**src/rtl/skr_pkg.sv**
```systemverilog
`timescale 1ns / 1ps
// skr_pkg: shared types and constants of the shard key router.
// No dependencies; used by shard_key_router, its checker and the bench.
package skr_pkg;

   // request opcodes
   localparam logic [1:0] OP_WRITE_RANGE = 2'd0;
   localparam logic [1:0] OP_INT_KEY     = 2'd1;
   localparam logic [1:0] OP_STR_BYTE    = 2'd2;

   // csr register indexes
   localparam logic CSR_USE_HASH    = 1'b0;
   localparam logic CSR_SHARD_TOTAL = 1'b1;

   localparam logic [63:0] HASH_SEED  = 64'd5381;
   localparam int          HASH_SHIFT = 5;

   typedef enum logic [2:0] {
      ST_IDLE,
      ST_DIV,
      ST_READ,
      ST_CMP,
      ST_DONE
   } state_type;

   typedef struct packed {
      logic [1:0]  op;
      logic [3:0]  entry_index;
      logic [63:0] range_low;
      logic [63:0] range_high;
      logic [63:0] key_value;
      logic [7:0]  text_byte;
      logic        last_byte;
   } req_type;

   typedef struct packed {
      logic [3:0] shard_slot;
      logic       no_shard;
      logic       fell_back;
   } rsp_type;

endpackage

```
**src/rtl/shard_key_router.sv**
```systemverilog
`timescale 1ns / 1ps
// shard_key_router: routes integer or string keys to a shard slot.
// Depends on skr_pkg.
//
// Range writes and non-final string bytes are taken while idle and leave
// the block idle. A lookup (integer key, or the final string byte) is
// accepted, then in hash mode runs through the bit-serial modulo unit, in
// range mode scans the slots (table read, then compare) until a hit or the
// last of count slots, then loads the response register once that is free.
// A zero shard count goes straight to a no_shard response. A new word is
// accepted while the previous response still waits.
// Range slots must be written before a lookup can reach them.
module shard_key_router #(
   parameter int MAX_SHARDS = 16
) (
   input  logic             clock,
   input  logic             reset,
   input  logic             req_valid,
   output logic             req_ready,
   input  skr_pkg::req_type req_word,
   output logic             rsp_valid,
   input  logic             rsp_ready,
   output skr_pkg::rsp_type rsp_word,
   input  logic             csr_we,
   input  logic             csr_index,
   input  logic [4:0]       csr_wdata
);
   import skr_pkg::*;

   localparam int IdxW  = (MAX_SHARDS > 1) ? $clog2(MAX_SHARDS) : 1;
   localparam int ScanW = (IdxW > 5) ? IdxW : 5;

   state_type state_ff, state_in;

   logic        use_hash_ff;
   logic [4:0]  total_ff;
   logic [63:0] hash_ff, hash_in;
   logic [63:0] key_ff;
   logic [4:0]  rem_ff;
   logic [5:0]  bit_cnt_ff;
   logic [ScanW-1:0] scan_ff;
   logic [63:0] rd_lo_ff, rd_hi_ff;
   rsp_type     res_ff;
   rsp_type     rsp_ff;
   logic        rsp_valid_ff;

   logic [63:0] lo_mem [MAX_SHARDS];
   logic [63:0] hi_mem [MAX_SHARDS];

   logic [4:0]  count;
   logic        lookup_req;
   logic        accept;
   logic        rsp_load;
   logic [5:0]  trial;
   logic        trial_ge;
   logic [4:0]  rem_nx;
   logic        hit;
   logic        scan_last;
   logic [63:0] byte_sx;
   logic [IdxW-1:0] wr_addr;
   logic        wr_ok;

   // count saturates at the table depth
   assign count = (32'(total_ff) > MAX_SHARDS) ? 5'(MAX_SHARDS) : total_ff;

   assign byte_sx = {{56{req_word.text_byte[7]}}, req_word.text_byte};
   assign hash_in = (hash_ff << HASH_SHIFT) + hash_ff + byte_sx;

   assign lookup_req = (req_word.op == OP_INT_KEY) ||
                       ((req_word.op == OP_STR_BYTE) && req_word.last_byte);
   assign accept     = req_valid && req_ready;

   // restoring modulo step, one key bit per cycle
   assign trial    = {rem_ff, key_ff[63]};
   assign trial_ge = trial >= {1'b0, count};
   assign rem_nx   = trial_ge ? 5'(trial - {1'b0, count}) : 5'(trial);

   assign hit       = (key_ff >= rd_lo_ff) && (key_ff < rd_hi_ff);
   assign scan_last = (scan_ff + ScanW'(1)) == ScanW'(count);

   assign wr_addr = IdxW'(req_word.entry_index);
   assign wr_ok   = 32'(req_word.entry_index) < MAX_SHARDS;

   // next state
   always_comb begin
      state_in = state_ff;
      case (state_ff)
         ST_IDLE: begin
            if (req_valid && lookup_req) begin
               if (count == 5'd0) begin
                  state_in = ST_DONE;
               end else if (use_hash_ff) begin
                  state_in = ST_DIV;
               end else begin
                  state_in = ST_READ;
               end
            end
         end
         ST_DIV: begin
            if (bit_cnt_ff == 6'd63) begin
               state_in = ST_DONE;
            end
         end
         ST_READ: state_in = ST_CMP;
         ST_CMP: begin
            if (hit || scan_last) begin
               state_in = ST_DONE;
            end else begin
               state_in = ST_READ;
            end
         end
         ST_DONE: begin
            if (!rsp_valid_ff || rsp_ready) begin
               state_in = ST_IDLE;
            end
         end
         default: state_in = ST_IDLE;
      endcase
   end

   // outputs of the sequencer
   always_comb begin
      req_ready = 1'b0;
      rsp_load  = 1'b0;
      case (state_ff)
         ST_IDLE: req_ready = 1'b1;
         ST_DONE: rsp_load  = !rsp_valid_ff || rsp_ready;
         default: begin
            req_ready = 1'b0;
            rsp_load  = 1'b0;
         end
      endcase
   end

   always_ff @(posedge clock) begin
      if (reset) begin
         state_ff     <= ST_IDLE;
         use_hash_ff  <= 1'b0;
         total_ff     <= 5'd0;
         hash_ff      <= HASH_SEED;
         rsp_valid_ff <= 1'b0;
      end else begin
         state_ff <= state_in;
         if (csr_we) begin
            case (csr_index)
               CSR_USE_HASH:    use_hash_ff <= csr_wdata[0];
               CSR_SHARD_TOTAL: total_ff    <= csr_wdata;
               default: ;
            endcase
         end
         if (accept && (req_word.op == OP_STR_BYTE)) begin
            hash_ff <= req_word.last_byte ? HASH_SEED : hash_in;
         end
         if (rsp_load) begin
            rsp_valid_ff <= 1'b1;
         end else if (rsp_ready) begin
            rsp_valid_ff <= 1'b0;
         end
      end
   end

   // range table
   always_ff @(posedge clock) begin
      if (accept && (req_word.op == OP_WRITE_RANGE) && wr_ok) begin
         lo_mem[wr_addr] <= req_word.range_low;
         hi_mem[wr_addr] <= req_word.range_high;
      end
      rd_lo_ff <= lo_mem[scan_ff[IdxW-1:0]];
      rd_hi_ff <= hi_mem[scan_ff[IdxW-1:0]];
   end

   // datapath
   always_ff @(posedge clock) begin
      case (state_ff)
         ST_IDLE: begin
            key_ff     <= (req_word.op == OP_INT_KEY) ? req_word.key_value : hash_in;
            rem_ff     <= 5'd0;
            bit_cnt_ff <= 6'd0;
            scan_ff    <= '0;
            res_ff     <= '{shard_slot: 4'd0, no_shard: 1'b1, fell_back: 1'b0};
         end
         ST_DIV: begin
            key_ff     <= {key_ff[62:0], 1'b0};
            rem_ff     <= rem_nx;
            bit_cnt_ff <= bit_cnt_ff + 6'd1;
            res_ff     <= '{shard_slot: rem_nx[3:0], no_shard: 1'b0, fell_back: 1'b0};
         end
         ST_CMP: begin
            if (hit) begin
               res_ff <= '{shard_slot: scan_ff[3:0], no_shard: 1'b0, fell_back: 1'b0};
            end else begin
               res_ff <= '{shard_slot: 4'd0, no_shard: 1'b0, fell_back: 1'b1};
            end
            scan_ff <= scan_ff + ScanW'(1);
         end
         default: ;
      endcase
      if (rsp_load) begin
         rsp_ff <= res_ff;
      end
   end

   assign rsp_valid = rsp_valid_ff;
   assign rsp_word  = rsp_ff;

endmodule

```
**config.mk**
```make
export PLATFORM = sky130hd
export DESIGN_NAME = shard_key_router
export DESIGN_NICKNAME = d
export VERILOG_FILES = /design/src/rtl/skr_pkg.sv /design/src/rtl/shard_key_router.sv
export SDC_FILE = /design/constraint.sdc
export NUM_CORES = 2
export LEC_CHECK = 0
export CAP_MARGIN = 20
export CORE_MARGIN = 3
export CORE_UTILIZATION = 41
export CTS_CLUSTER_SIZE = 12
export DETAILED_ROUTE_END_ITERATION = 8
export DONT_BUFFER_PORTS = 1
export SKIP_CTS_REPAIR_TIMING = 1
export SLEW_MARGIN = 20
export SYNTH_ARGS = -nofsm -noshare
export SYNTH_HDL_FRONTEND = slang
export SYNTH_SLANG_ARGS = --single-unit
```
**constraint.sdc**
```tcl
create_clock -name clock -period 16.4 [get_ports clock]
set_clock_uncertainty 0.05 [all_clocks]
set_input_delay 4.92 -clock clock [delete_from_list [all_inputs] [get_ports clock]]
set_output_delay 4.92 -clock clock [all_outputs]
set_load 0.01 [all_outputs]
```
**After elaboration in Yosys (flattened, before gate mapping)**

Memory sizes are Yosys's and may differ from the RTL's. A register that Yosys moved wholly into a read port is not among the register bits.
Index checks and enable logic that the tools add are counted.

- Bits in writable memories: 2,048
- Register bits after elaboration: 166
- Output and inout port bits: 8
- Memories: 2

Memories:

| memory | words | width | rd ports | clocked after memory_dff | write ports | RTL line | text |
|---|---|---|---|---|---|---|---|
| hi_mem | 16 | 64 | 1 | 1 | 1 | shard_key_router.sv:48 | `logic [63:0] hi_mem [MAX_SHARDS];` |
| lo_mem | 16 | 64 | 1 | 1 | 1 | shard_key_router.sv:47 | `logic [63:0] lo_mem [MAX_SHARDS];` |

- Add/subtract/negate cells: 5
- Equal/unequal tests: 11
- Bitwise operators: 1
- Reduce and logical (&&, ||, !) cells: 20
- Mux-type cells: 23
- Order comparisons: 4

Operator list:

| cell | count |
|---|---|
| 64-bit adder | 2 |
| 64-bit two-way mux | 2 |
| 64-bit one-hot mux with 2 select lines | 1 |
| 64-bit >= comparator | 1 |
| 64-bit < comparator | 1 |
| 5-bit one-hot mux with 2 select lines | 2 |
| 6-bit one-hot mux with 3 select lines | 1 |
| 3-bit two-way mux | 5 |
| 3-bit one-hot mux with 5 select lines | 1 |
| 6-bit one-hot mux with 2 select lines | 1 |
| 5-bit two-way mux | 2 |
| 6-bit by 1-bit adder with 6-bit output, second input constant | 1 |
| 3-bit by 2-bit equality test with 1-bit output, second input constant | 2 |
| 6-bit equality test, second input constant | 1 |
| 6-bit by 5-bit >= comparator with 1-bit output | 1 |
| 1-bit logical AND | 6 |
| 1-bit two-way mux | 6 |
| 6-bit two-way mux | 1 |
| 2-bit != test, second input constant | 3 |
| 2-bit nonzero test | 3 |
| 5-bit by 1-bit adder with 5-bit output, second input constant | 1 |
| 5-bit equality test | 1 |
| 5-bit > comparator, second input constant | 1 |
| 5-bit zero test | 1 |
| 14 further kinds | 17 |

**Depth between registers and ports, before layout**

- Word-level depth: 6
- Depth in mapped cells: 14
- Mapped depth without buffers: 14

**Least setup slack after synthesis**

Ideal clock, no wire load.

- Path type: in2reg
- From: in req_word[205] in the netlist's numbering
- To: mem hi_mem[0][0], enable pin
- Setup time: 0.774 ns
- Arrival: 14.150 ns
- Cell stages on the path: 4
- Path slack: 1.427 ns
- Path through: nor2_1 -> nand3_1 -> or3_1 -> nor3_1

- Word-level cells in the longest chain between the ends: 4

Ends and longest elaborated chain:

| element | RTL line | text |
|---|---|---|
| from (decl) | shard_key_router.sv:20 | `input skr_pkg::req_type req_word,` |
| 2-bit zero test | shard_key_router.sv:164 | `if (accept && (req_word.op == OP_WRITE_RANGE) && wr_ok) begin` |
| 1-bit logical AND | shard_key_router.sv:164 |  |
| 1-bit two-way mux | shard_key_router.sv:164 |  |
| 1-bit two-way mux (not written as such) | shard_key_router.sv:166 | `hi_mem[wr_addr] <= req_word.range_high;` |
| to (decl) | shard_key_router.sv:48 |  |

No other way between the ends.

**Final worst setup path**

- From: in req_word[2] in the netlist's numbering
- To: reg key_ff[57] (data pin)

- Word-level cells in the longest chain between the ends: 3

Ends and longest elaborated chain:

| element | RTL line | text |
|---|---|---|
| 64-bit adder | shard_key_router.sv:67 | `assign hash_in = (hash_ff << HASH_SHIFT) + hash_ff + byte_sx;` |
| 64-bit two-way mux | shard_key_router.sv:176 | `key_ff <= (req_word.op == OP_INT_KEY) ? req_word.key_value : hash_in;` |
| 64-bit one-hot mux with 2 select lines | shard_key_router.sv:174 | `case (state_ff)` |
| to (signal assigned) | shard_key_router.sv:176 |  |
| to (signal assigned) | shard_key_router.sv:183 | `key_ff <= {key_ff[62:0], 1'b0};` |
| to (decl) | shard_key_router.sv:38 | `logic [63:0] key_ff;` |

No other way between the ends.
A chain may end at the register's enable or synchronous reset.

==> results by group <==
Yosys
  • Post-synth top flop: edfxtp_1
  • Netlist cell types: 69
  • Syn nets: 5,237
  • Sequential area share after synthesis: 72.4%
  • #FFs+latches synth: 2,342
  • Synthesized area: 94,400 um^2
  • Post-synth top area share: 68.1%
  • Avg Cell Area, Syn: 19.8 um^2
  • Synth area leaders: edfxtp_1 (68%), mux4_2 (15%), dfxtp_1 (4.3%), ha_1 (2.7%), fa_1 (1.3%)
  • Post-synth ARST share: 0%
  • Post-synth top area cell: edfxtp_1
  • EDFF count, synth: 2,140
  • YS warnings: 0
  • Mapped Cells: 4,758

Critical path
  • Crit. End Element: flip-flop
  • Arrival time worst endpoint: 8370 ps
  • CP required: 16,940 ps
  • Crit-path max FO: 4
  • CP Launch Type: input port
  • Reg-to-reg setup timing slack: 10,910 ps
  • Critical path type: in -> reg

Final layout
  • Seq. cell area: 68,300 um^2
  • Fraction of layout cells with a size suffix above 1: 20.7%
  • Area of the multi-input gates: 24,800 um^2
  • Layout area overhead: 11.6%
  • Fillcell total: 19,100
  • Final #Nets: 5,323
  • Most common cell after layout, fill and taps aside: edfxtp_1
  • Commonest cells after routing, fill and taps aside: edfxtp_1 (2,140), mux4_2 (640), clkbuf_16 (235)

Pwr
  • Pwr Total: 13.5 mW
  • Leakage: 34.1 nW
  • Worst vdd ir: 0.0000847 V
  • Power Density: 129 nW/um^2

Timing
  • Slew Limit Fails: 0
  • Worst-margin pin slew: 1130 ps
  • Slew Limit Headroom: 24.6%
  • Fmax: 128 MHz
  • Hold Vio Cnt, Final: 0
  • RSZ-0062 raised after global routing: false
  • Worst setup margin: 8570 ps
  • Post-layout minimum cycle time: 7830 ps
  • Final period utilization: 47.7%
  • Hold WS: 368 ps
  • Setup TNS after final layout: 0 ps
  • Final setup viols: 0

Placement
  • Post-DP HPWL: 132,000 um
  • Pre-CTS setup slack: 7730 ps
  • RePlAce Congestion: 0.894
  • IO buf count: 0

Floorplanning
  • Die ar.: 236,000 um^2
  • Starting Density: 41.4%
  • Die height: 486 um
  • Core Area: 228,000 um^2
  • Die span in x: 486 um
  • Ports: 226
  • Rows: 175

Detailed routing
  • Iter 0 DRT Violations: 4,899
  • Routed WL: 238,000 um
  • Post-DRT Antenna Nets: 0
  • DRT Pass-1 Iters: 6
  • Mean routed wirelength per cell: 29.5 um
  • DRC Markers: 0
  • Post-DR vias/cell: 5.78
  • Vias: 46,500

GRT
  • Largest net degree at the start of global routing: 108
  • GRT Resource Usage Total: 20.1%
  • Initial antenna violation count: 7
  • Global-route wire length before repair: 345,000 um
  • Number of global-route vias before repair: 47,900
  • Gr ovfl total: 0

Status
  • Status: finished, final reports clean

Clock tree
  • Clock Pin Slew Worst Setup and Hold Paths: 60 ps
  • CTS tree: yes
  • Number of H-tree levels: 4
  • Clock root buffer master: clkbuf_16
  • Clock buffer count from CTS: 231
  • Clock Path Buffers: 3
  • Sink Count: 2,342
  • Clk Latency, worst-skew pair: 870 ps

Hold path
  • Hold Crit Class: reg -> reg

Run
  • # Max-Cap Violations: 0
-- power breakdown --
| part | internal [mW] | switching (mW) | total [mW] |
|---|---|---|---|
| logic | 0.771 | 0.873 | 1.64 |
| registers | 6.71 | 0.188 | 6.90 |
| clock network | 2.82 | 2.19 | 5.01 |
| total | 10.3 | 3.25 | 13.5 |
-- layout make-up --
cell class	count	area share, %
diodes	1	0.00238
multi-input cells	2037	23.5
well taps	3009	3.57
clock inverters	44	0.413
flip-flops and latches	2342	64.8
inverters	158	0.563
repair buffers	74	0.717
clock buffers	385	6.35
-- worst max-delay path: stages --
cell and delay (ps):
ha_1 260, ha_1 180, inv_1 70, fa_1 450, nor2b_1 170, o2111ai_1 170
a21oi_1 390, o21ai_0 200, a21oi_1 470, a21oi_1 260, o21ai_1 380, a21oi_1 140
xnor2_1 160, a2bb2oi_1 150
-- cells by family after synthesis --
logic type,count (synthesis),synth area share (%)
fa+ha+maj,261,3.94
flops,2342,72.4
mux,645,15.3
compound gates,517,3.56
buf+inv,379,1.51
simple gates,538,2.59
xor+xnor,76,0.705
-- synthesized netlist by cell type, drive strengths merged, types with 5 or more instances --
cell	n
a2111oi	6
a211oi	8
a21boi	5
a21o	91
a21oi	160
a221oi	6
a22o	25
a22oi	25
a31oi	33
and2	6
and3	19
and4	6
buf	50
clkbuf	171
dfxtp	202
edfxtp	2140
fa	60
ha	201
inv	158
mux2i	5
mux4	640
nand2	165
nand2b	15
nand3	33
nand4	42
nor2	183
nor2b	11
nor3	34
nor3b	5
nor4	6
o211ai	6
o21a	13
o21ai	80
o21bai	15
o22ai	6
o31ai	7
or3	7
xnor2	45
xor2	31
-- flip-flops by register name, indices dropped and copies added, names as in the netlist --
name and flops:
rd_lo_ff 64, rem_ff 5, key_ff 64, bit_cnt_ff 6, rd_hi_ff 64, use_hash_ff 1
scan_ff 5, lo_mem 1024, total_ff 5, hash_ff 64, state_ff 3, res_ff 6
rsp_valid 1, hi_mem 1024, rsp_word 6
-- worst paths after layout --
check | from | endpoint | depth (start not counted)
max | req_word[2] | key_ff[57]$_DFFE_PP_ | 14
min | res_ff[5]$_DFFE_PP_ | rsp_word[5]$_DFFE_PP_ | 0
max reg2reg | scan_ff[1]$_SDFFCE_PP0P_ | rd_lo_ff[14]$_DFF_P_ | 6
min reg2reg | res_ff[5]$_DFFE_PP_ | rsp_word[5]$_DFFE_PP_ | 0
-- per-stage QoR --
stage / area [um^2] / utilization, % / std cells
6_report: 105000 / 46.2 / 8050
5_1_grt: 105000 / 46.2 / 8050
3_3_place_gp: 98200 / 43.0 / 7618
3_5_place_dp: 98200 / 43.0 / 7619
4_1_cts: 105000 / 46.2 / 8048
2_1_floorplan: 94400 / - / 4758
-- per-layer routing --
metal | wire (um) | up-vias | track usage (%)
met5 | 7 | - | 0
met4 | 4900 | 2 | 4.97
met3 | 18200 | 279 | 4.33
met2 | 110000 | 1597 | 31.1
met1 | 104000 | 25100 | 29.3
li1 | - | 19600 | -
(Power assumes the default switching activity.)
